`src/rtl/lpd_pkg.sv`:
```
// shared types and constants for the length prefix deframer
`timescale 1ns / 1ps

package lpd_pkg;

    localparam int BYTE_W   = 8;
    localparam int REG_W    = 32;
    localparam int POS_W    = 35;
    localparam int FLEN_W   = 34;
    localparam int CIDX_W   = 2;

    // configuration register indexes
    localparam logic [CIDX_W-1:0] CFG_HEADER_OFFSET = 2'd0;
    localparam logic [CIDX_W-1:0] CFG_EXTRA_LENGTH  = 2'd1;
    localparam logic [CIDX_W-1:0] CFG_BIG_ENDIAN    = 2'd2;

    typedef enum logic [1:0] {
        PH_HEADER = 2'd0,
        PH_BODY   = 2'd1
    } phase_t;

    // frame_base is header_offset + field bytes + extra_length, two's complement
    typedef struct packed {
        logic [REG_W-1:0] header_offset;
        logic [POS_W-1:0] frame_base;
        logic             big_endian;
    } cfg_t;

    typedef struct packed {
        logic              frame_end;
        logic [FLEN_W-1:0] frame_length;
    } res_t;

endpackage

```
`src/rtl/length_prefix_deframer_core.sv`:
```
// top level of the length prefix deframer: handshake, config registers, result register
//
// usage:
//   input channel  in_valid / in_stall carries stream_byte, one byte per transaction
//   output channel out_valid / out_stall carries out_byte, frame_end, frame_length,
//   exactly one output transaction for every input transaction, in order
//   config channel cfg_valid / cfg_ready writes header_offset (0), extra_length (1)
//   and big_endian (2); other indexes are dropped; cfg_ready is always high
//   frame_end marks the byte that closes a frame, frame_length its byte count
// timing:
//   an input byte passes through the input register, then the frame tracker logic
//   feeding the result register
//   throughput is one byte per cycle while the output is not stalled, set by the tracker update
// reset:
//   rst_n clears both valid flags, the frame state and the config registers but
//   frame_base (set to LENGTH_FIELD_BYTES); no clearing pass, bytes are taken at once
// stall:
//   a stalled result holds; the input register keeps filling behind it, so
//   in_stall rises only when both the input and result registers are full
`timescale 1ns / 1ps

module length_prefix_deframer_core #(
    parameter int LENGTH_FIELD_BYTES = 4
) (
    input  logic                        clk,
    input  logic                        rst_n,
    input  logic                        in_valid,
    output logic                        in_stall,
    input  logic [lpd_pkg::BYTE_W-1:0]  stream_byte,
    output logic                        out_valid,
    input  logic                        out_stall,
    output logic [lpd_pkg::BYTE_W-1:0]  out_byte,
    output logic                        frame_end,
    output logic [lpd_pkg::FLEN_W-1:0]  frame_length,
    input  logic                        cfg_valid,
    output logic                        cfg_ready,
    input  logic [lpd_pkg::CIDX_W-1:0]  cfg_index,
    input  logic [lpd_pkg::REG_W-1:0]   cfg_data
);

    // input register
    logic                       s1_valid_reg, s1_valid_next;
    logic [lpd_pkg::BYTE_W-1:0] s1_byte_reg;

    // result register
    logic                       out_valid_reg, out_valid_next;
    logic [lpd_pkg::BYTE_W-1:0] out_byte_reg;
    lpd_pkg::res_t              out_res_reg;

    // config registers; frame_base is kept up to date at every write
    logic [lpd_pkg::REG_W-1:0]  hdr_reg, hdr_next;
    logic [lpd_pkg::REG_W-1:0]  extra_reg, extra_next;
    logic                       be_reg, be_next;
    logic [lpd_pkg::POS_W-1:0]  base_reg, base_next;

    logic                       accept_in;
    logic                       advance;
    lpd_pkg::cfg_t              cfg;
    lpd_pkg::res_t              res;

    // the input register moves on whenever the result register is free or draining
    assign advance   = s1_valid_reg && (!out_valid_reg || !out_stall);
    assign in_stall  = s1_valid_reg && !advance;
    assign accept_in = in_valid && !in_stall;
    assign cfg_ready = 1'b1;

    assign s1_valid_next  = accept_in || (s1_valid_reg && !advance);
    assign out_valid_next = advance || (out_valid_reg && out_stall);

    // config write decode
    always_comb
    begin
        hdr_next   = hdr_reg;
        extra_next = extra_reg;
        be_next    = be_reg;
        base_next  = base_reg;
        if (cfg_valid && cfg_ready)
        begin
            case (cfg_index)
                lpd_pkg::CFG_HEADER_OFFSET:
                begin
                    hdr_next  = cfg_data;
                    base_next = lpd_pkg::POS_W'(cfg_data)
                              + lpd_pkg::POS_W'(LENGTH_FIELD_BYTES)
                              + {{3{extra_reg[lpd_pkg::REG_W-1]}}, extra_reg};
                end
                lpd_pkg::CFG_EXTRA_LENGTH:
                begin
                    extra_next = cfg_data;
                    base_next  = lpd_pkg::POS_W'(hdr_reg)
                               + lpd_pkg::POS_W'(LENGTH_FIELD_BYTES)
                               + {{3{cfg_data[lpd_pkg::REG_W-1]}}, cfg_data};
                end
                lpd_pkg::CFG_BIG_ENDIAN:
                begin
                    be_next = cfg_data[0];
                end
                default:
                begin
                    be_next = be_reg;
                end
            endcase
        end
    end

    assign cfg.header_offset = hdr_reg;
    assign cfg.frame_base    = base_reg;
    assign cfg.big_endian    = be_reg;

    lpd_frame_tracker #(
        .LENGTH_FIELD_BYTES (LENGTH_FIELD_BYTES)
    ) u_tracker (
        .clk       (clk),
        .rst_n     (rst_n),
        .step      (advance),
        .data_byte (s1_byte_reg),
        .cfg       (cfg),
        .res       (res)
    );

    // control state
    always_ff @(posedge clk or negedge rst_n)
    begin
        if (!rst_n)
        begin
            s1_valid_reg  <= 1'b0;
            out_valid_reg <= 1'b0;
            hdr_reg       <= '0;
            extra_reg     <= '0;
            be_reg        <= 1'b0;
            base_reg      <= lpd_pkg::POS_W'(LENGTH_FIELD_BYTES);
        end
        else
        begin
            s1_valid_reg  <= s1_valid_next;
            out_valid_reg <= out_valid_next;
            hdr_reg       <= hdr_next;
            extra_reg     <= extra_next;
            be_reg        <= be_next;
            base_reg      <= base_next;
        end
    end

    // payload registers
    always_ff @(posedge clk)
    begin
        if (accept_in)
        begin
            s1_byte_reg <= stream_byte;
        end
        if (advance)
        begin
            out_byte_reg <= s1_byte_reg;
            out_res_reg  <= res;
        end
    end

    assign out_valid    = out_valid_reg;
    assign out_byte     = out_byte_reg;
    assign frame_end    = out_res_reg.frame_end;
    assign frame_length = out_res_reg.frame_length;

`ifndef SYNTHESIS
    // length is reported only on the closing byte
    assert property (@(posedge clk) disable iff (!rst_n)
        out_valid_reg && !out_res_reg.frame_end |-> out_res_reg.frame_length == '0)
    else $error("frame_length set without frame_end");

    // input back-pressure only when both registers hold data and the output is stalled
    assert property (@(posedge clk) disable iff (!rst_n)
        in_stall |-> s1_valid_reg && out_valid_reg && out_stall)
    else $error("input stalled while pipeline had room");

    // a byte leaving the input register lands in the result register
    assert property (@(posedge clk) disable iff (!rst_n)
        advance |=> out_valid_reg)
    else $error("byte lost between input and result register");
`endif

endmodule

```
`src/rtl/lpd_frame_tracker.sv`:
```
// per-frame byte counter, length field assembly and frame end detection
`timescale 1ns / 1ps

module lpd_frame_tracker #(
    parameter int LENGTH_FIELD_BYTES = 4
) (
    input  logic                       clk,
    input  logic                       rst_n,
    input  logic                       step,
    input  logic [lpd_pkg::BYTE_W-1:0] data_byte,
    input  lpd_pkg::cfg_t              cfg,
    output lpd_pkg::res_t              res
);

    localparam logic [2:0] LAST_KEY = 3'(LENGTH_FIELD_BYTES - 1);

    logic [lpd_pkg::POS_W-1:0] pos_reg, pos_next;
    logic [lpd_pkg::REG_W-1:0] acc_reg, acc_next;
    logic [lpd_pkg::POS_W-1:0] total_reg, total_next;
    lpd_pkg::phase_t           phase_reg, phase_next;

    logic [lpd_pkg::POS_W-1:0] pos_inc;
    logic                      in_field;
    logic [lpd_pkg::POS_W-1:0] key_raw;
    logic                      key_last;
    logic [2:0]                key;
    logic [lpd_pkg::REG_W-1:0] acc_field;
    logic [lpd_pkg::POS_W-1:0] total_sum;
    logic                      short_frame;
    logic                      header_done;
    logic                      done;
    logic [lpd_pkg::POS_W-1:0] flen;

    // shared datapath
    always_comb
    begin
        pos_inc  = pos_reg + lpd_pkg::POS_W'(1);
        in_field = (pos_reg >= {3'b000, cfg.header_offset});
        key_raw  = pos_reg - {3'b000, cfg.header_offset};
        key_last = (key_raw >= lpd_pkg::POS_W'(LAST_KEY));
        key      = key_last ? LAST_KEY : key_raw[2:0];
        if (cfg.big_endian)
        begin
            acc_field = {acc_reg[23:0], data_byte};
        end
        else if (!key[2])
        begin
            acc_field = acc_reg | (lpd_pkg::REG_W'(data_byte) << {key[1:0], 3'b000});
        end
        else
        begin
            acc_field = acc_reg;
        end
        total_sum   = cfg.frame_base + {3'b000, acc_field};
        short_frame = ($signed({total_sum[lpd_pkg::POS_W-1], total_sum})
                       <= $signed({1'b0, pos_inc}));
        header_done = in_field && key_last;
    end

    // outputs
    always_comb
    begin
        case (phase_reg)
            lpd_pkg::PH_HEADER:
            begin
                done = header_done && short_frame;
                flen = pos_inc;
            end
            default:
            begin
                done = (pos_inc >= total_reg);
                flen = total_reg;
            end
        endcase
        res.frame_end    = done;
        res.frame_length = done ? flen[lpd_pkg::FLEN_W-1:0] : '0;
    end

    // next state
    always_comb
    begin
        pos_next   = pos_reg;
        acc_next   = acc_reg;
        total_next = total_reg;
        phase_next = phase_reg;
        if (step)
        begin
            pos_next = pos_inc;
            case (phase_reg)
                lpd_pkg::PH_HEADER:
                begin
                    if (in_field)
                    begin
                        acc_next = acc_field;
                    end
                    if (header_done && !short_frame)
                    begin
                        total_next = total_sum;
                        phase_next = lpd_pkg::PH_BODY;
                    end
                end
                default:
                begin
                    phase_next = phase_reg;
                end
            endcase
            if (done)
            begin
                pos_next   = '0;
                acc_next   = '0;
                total_next = '0;
                phase_next = lpd_pkg::PH_HEADER;
            end
        end
    end

    always_ff @(posedge clk or negedge rst_n)
    begin
        if (!rst_n)
        begin
            pos_reg   <= '0;
            acc_reg   <= '0;
            total_reg <= '0;
            phase_reg <= lpd_pkg::PH_HEADER;
        end
        else
        begin
            pos_reg   <= pos_next;
            acc_reg   <= acc_next;
            total_reg <= total_next;
            phase_reg <= phase_next;
        end
    end

endmodule
```
`config.mk`:
```
export PLATFORM = sky130hd
export DESIGN_NAME = length_prefix_deframer_core
export DESIGN_NICKNAME = d
export VERILOG_FILES = /design/src/rtl/lpd_pkg.sv /design/src/rtl/length_prefix_deframer_core.sv /design/src/rtl/lpd_frame_tracker.sv
export SDC_FILE = /design/constraint.sdc
export NUM_CORES = 1
export LEC_CHECK = 0
export ABC_AREA = 1
export BUFFER_PORTS_ARGS = -buffer_cell sky130_fd_sc_hd__buf_2
export CORE_ASPECT_RATIO = 0.5
export CORE_MARGIN = 4
export CORE_UTILIZATION = 45
export DETAILED_ROUTE_END_ITERATION = 8
export GPL_TIMING_DRIVEN = 1
export PLACE_DENSITY = 0.68
export SETUP_SLACK_MARGIN = 0.4
export SLEW_MARGIN = 40
export SYNTH_ARGS = -nofsm -noshare
export SYNTH_HDL_FRONTEND = slang
export SYNTH_SLANG_ARGS = --single-unit
```
`constraint.sdc`:
```
create_clock -name clk -period 7.34 [get_ports clk]
set_input_delay 1.468 -clock clk [delete_from_list [all_inputs] [get_ports clk]]
set_output_delay 1.468 -clock clk [all_outputs]
set_load 0.1 [all_outputs]
```
==> flow_summary.ini <==
[logic_synthesis]
syn-num-nets = 3827
netlist_area_um2 = 23600
ys_seq_elements = 256
synth-simple-area-share_pct = 31.0
syn_area_per_cell_um2 = 6.60
synth_compound_area_share_pct = 14.9
synthMuxAreaShare_pct = 0
synth_edf_count = 51
seq_area_frac_synth_pct = 28.3
synth_top_flop_cell = dfrtp_1
async_flop_share_pct = 80.1
yosysWarnings = 0
synth_xor_area_share_pct = 4.24
synth_top_family_by_area = simple AND/OR/NAND/NOR gates
netlist-cell-type-count = 54
synthAdderAreaFrac_pct = 11.2
syn_inst = 3571

[die]
core_area_um2 = 51000
die_w_um = 332
chipHeight_um = 170
row_count = 58
dieArea_um2 = 56300
start_util_pct = 46.2
top_level_ports = 93

[timing]
setup_violations = 0
rsz0062_at_grt = true
max_freq_mhz = 144
finalHoldViolCount = 0
slew_headroom_pct = 51.1
drv_slew = 0
fin_setup_tns_ps = 0
fin_crit_sh_pct = 94.5
finClkSkew_ps = 45.7
min_period_ps = 6940
worst_slew_pin_slew_ps = 727

[routing]
ant_nets = 0
finalWirelength_um = 88800
viasPerCell = 5.53
drtPass1Iterations = 7
drc = 0
wire_per_inst_um = 19.5
vias = 25200
drt-initial-drc-count = 2195

[clocking]
clk_pin_slew_ps = 70
clock_latency_ps = 620
numCtsBuffers = 27
cts_tree = built
cts_sinks = 256
ctsHoldBuffers = 0
cts_buffer_depth = 3
clock_tree.root_cell = clkbuf_16
htree_levels = 1

[hold_path]
hold_class = reg2reg
whs_endpoint = u_tracker.acc_reg[26]$_DFFE_PN0P_
hold_depth = 2
worstHoldStart = u_tracker.acc_reg[26]$_DFFE_PN0P_

[critical_path]
end_kind = register
crit_family = simple AND/OR/NAND/NOR gates
crit_type = reg2reg
r2r_end = u_tracker.total_reg[23]$_DFFE_PN0P_
cp_max_fo = 8
slowest_stage = dfrtp_1
cp.arrival_ps = 7410
reg2regPathDepth = 47
critPathMaxStageDelay_ps = 390
crit_required_ps = 7810
cpMostUsedCell = nand2_1
worstReg2RegStart = hdr_reg[25]$_DFFE_PN0P_
reg2reg_slack_ps = 400
start_kind = register
path_buf_inv = 8

[final_layout]
area_growth_syn_to_layout_pct = 22.0
seq_area_um2 = 6680
drive_above_1_share_pct = 18.3
fillers = 4954
nets = 4099
stdcell_area_um2 = 28700
layout.cells.non_filler = 4554
multi_input_area_um2 = 15800
diodes = 0

[grt]
grt-busiest-layer = met2
overflow = 0
grt_pass1_vias = 22800
use_met1_pct = 44.0
grt_antenna_before_repair = 0
grt_max_degree = 98
grtUsageMet2_pct = 45.3
grt_util_met3_pct = 5.17
grt_usage_pct = 29.7
grt_pass1_wl_um = 131000

[status]
outcome = complete, no violations

[placement]
hpwlAfterDp_um = 69400
place_inst = 4444
place_area_um2 = 25900
io_buffers = 91
place_congestion = 0.960

[power_and_ir_drop]
ir_drop_v = 0.000256
leakage_nw = 14.6
power_density_nw_per_um2 = 378

[run]
drv_cap = 0
logic make-up after synthesis:
kind of cell,after synthesis
compound gates,641
xor+xnor,114
fa+ha+maj,209
buf+inv,630
flops,256
other cells,1
simple gates,1720
power breakdown:
| group | internal (W) | switching [W] |
|---|---|---|
| Clock | 0.000723 | 0.000661 |
| Combinational | 0.00287 | 0.00447 |
| Sequential | 0.00179 | 0.000334 |
Yosys cell counts, drive strengths merged (4+ instances only):
cell / count / share of area (%)
buf: 22 / 0.62
xor2: 92 / 3.4
nor4: 15 / 0.42
nor2: 343 / 5.6
a21oi: 265 / 5.6
o21ai: 246 / 5.2
fa: 4 / 0.34
clkbuf: 57 / 0.91
o221ai: 5 / 0.19
a31oi: 37 / 0.98
a21o: 15 / 0.48
o211ai: 5 / 0.16
o21bai: 13 / 0.41
xnor2: 22 / 0.82
a211oi: 6 / 0.19
nand4: 75 / 2.0
nand3b: 7 / 0.22
edfxtp: 51 / 6.5
a21boi: 24 / 0.76
nand2: 967 / 15
nor3: 48 / 1.3
nand3: 225 / 4.9
inv: 551 / 8.8
or2: 34 / 0.90
dfrtp: 204 / 22
o21a: 15 / 0.48
o31ai: 4 / 0.13
ha: 205 / 11
final cells by class:
type	count	area share (%)
clock inverters	12	0.379
multi-input cells	2685	55.1
inverters	551	7.24
flip-flops and latches	256	23.2
well taps	690	3.01
repair buffers	322	8.59
clock buffers	38	2.50
how the worst max path moves through the flow:
stage | depth (start not counted) | endpoint | from | slack, ps
after floorplan | 46 | frame_length[33]$_SDFFCE_PN0P_ | u_tracker.pos_reg[0]$_DFFE_PN0P_ | 930
after global placement | 48 | frame_length[33]$_SDFFCE_PN0P_ | hdr_reg[7]$_DFFE_PN0P_ | -120
after detailed placement | 49 | frame_length[10]$_SDFFCE_PN0P_ | hdr_reg[0]$_DFFE_PN0P_ | -140
after CTS | 46 | frame_length[33]$_SDFFCE_PN0P_ | hdr_reg[19]$_DFFE_PN0P_ | 400
after global routing | 53 | u_tracker.total_reg[13]$_DFFE_PN0P_ | hdr_reg[9]$_DFFE_PN0P_ | 50
final | 47 | u_tracker.total_reg[23]$_DFFE_PN0P_ | hdr_reg[25]$_DFFE_PN0P_ | 400
through the flow:
stage | total power [W] | hold slack, ps | setup slack, ps | utilization [%]
2_1_floorplan | 0.00600 | 449 | 934 | -
5_1_grt | 0.0116 | 507 | 47.0 | 56.3
6_report | 0.0109 | 481 | 401 | 56.3
4_1_cts | 0.00988 | 484 | 404 | 53.6
3_3_place_gp | 0.00815 | 462 | -120 | 50.8
3_5_place_dp | 0.00820 | 467 | -144 | 50.8
per-layer routing:
| metal | up-vias | wire length (um) | share of wire, % |
|---|---|---|---|
| met5 | - | 0 | 0 |
| met4 | 0 | 1990 | 2.2 |
| met3 | 121 | 7130 | 8.0 |
| met2 | 922 | 37900 | 43 |
| met1 | 11900 | 41800 | 47 |
| li1 | 12200 | - | - |
placed cells by master, fill, tap and decap left out, drive strengths merged, types with 5 or more instances in the layout:
cell	netlist	layout
a21o	15	15
nand3b	7	7
xnor2	22	22
nor4	15	15
or2	34	34
ha	205	205
o211ai	5	5
dfrtp	204	204
nor3	48	48
nand3	225	225
xor2	92	92
o21bai	13	13
inv	551	551
nor2	343	343
a31oi	37	37
nand2	967	967
a21oi	265	265
edfxtp	51	51
o21a	15	15
nand4	75	75
buf	22	317
o221ai	5	5
a21boi	24	24
o21ai	246	246
clkinv	0	7
a211oi	6	6
clkbuf	57	43
worst reg2reg max path, delay by kind of cell (launching register included):
| family | cells | cell delay (ps) |
|---|---|---|
| xor+xnor | 1 | 140 |
| fa+ha+maj | 3 | 910 |
| flops | 1 | 390 |
| buf+inv | 8 | 1110 |
| compound gates | 6 | 1160 |
| simple gates | 29 | 3100 |
repair_timing:
item                                    4_1_cts  5_1_grt
resized for setup                           119      244
setup buffers                                17       32
endpoints found under the setup margin      138      138
pin swaps                                    26       90
gates cloned                                  1        9
No activity file was read; power rests on OpenSTA's default activity.
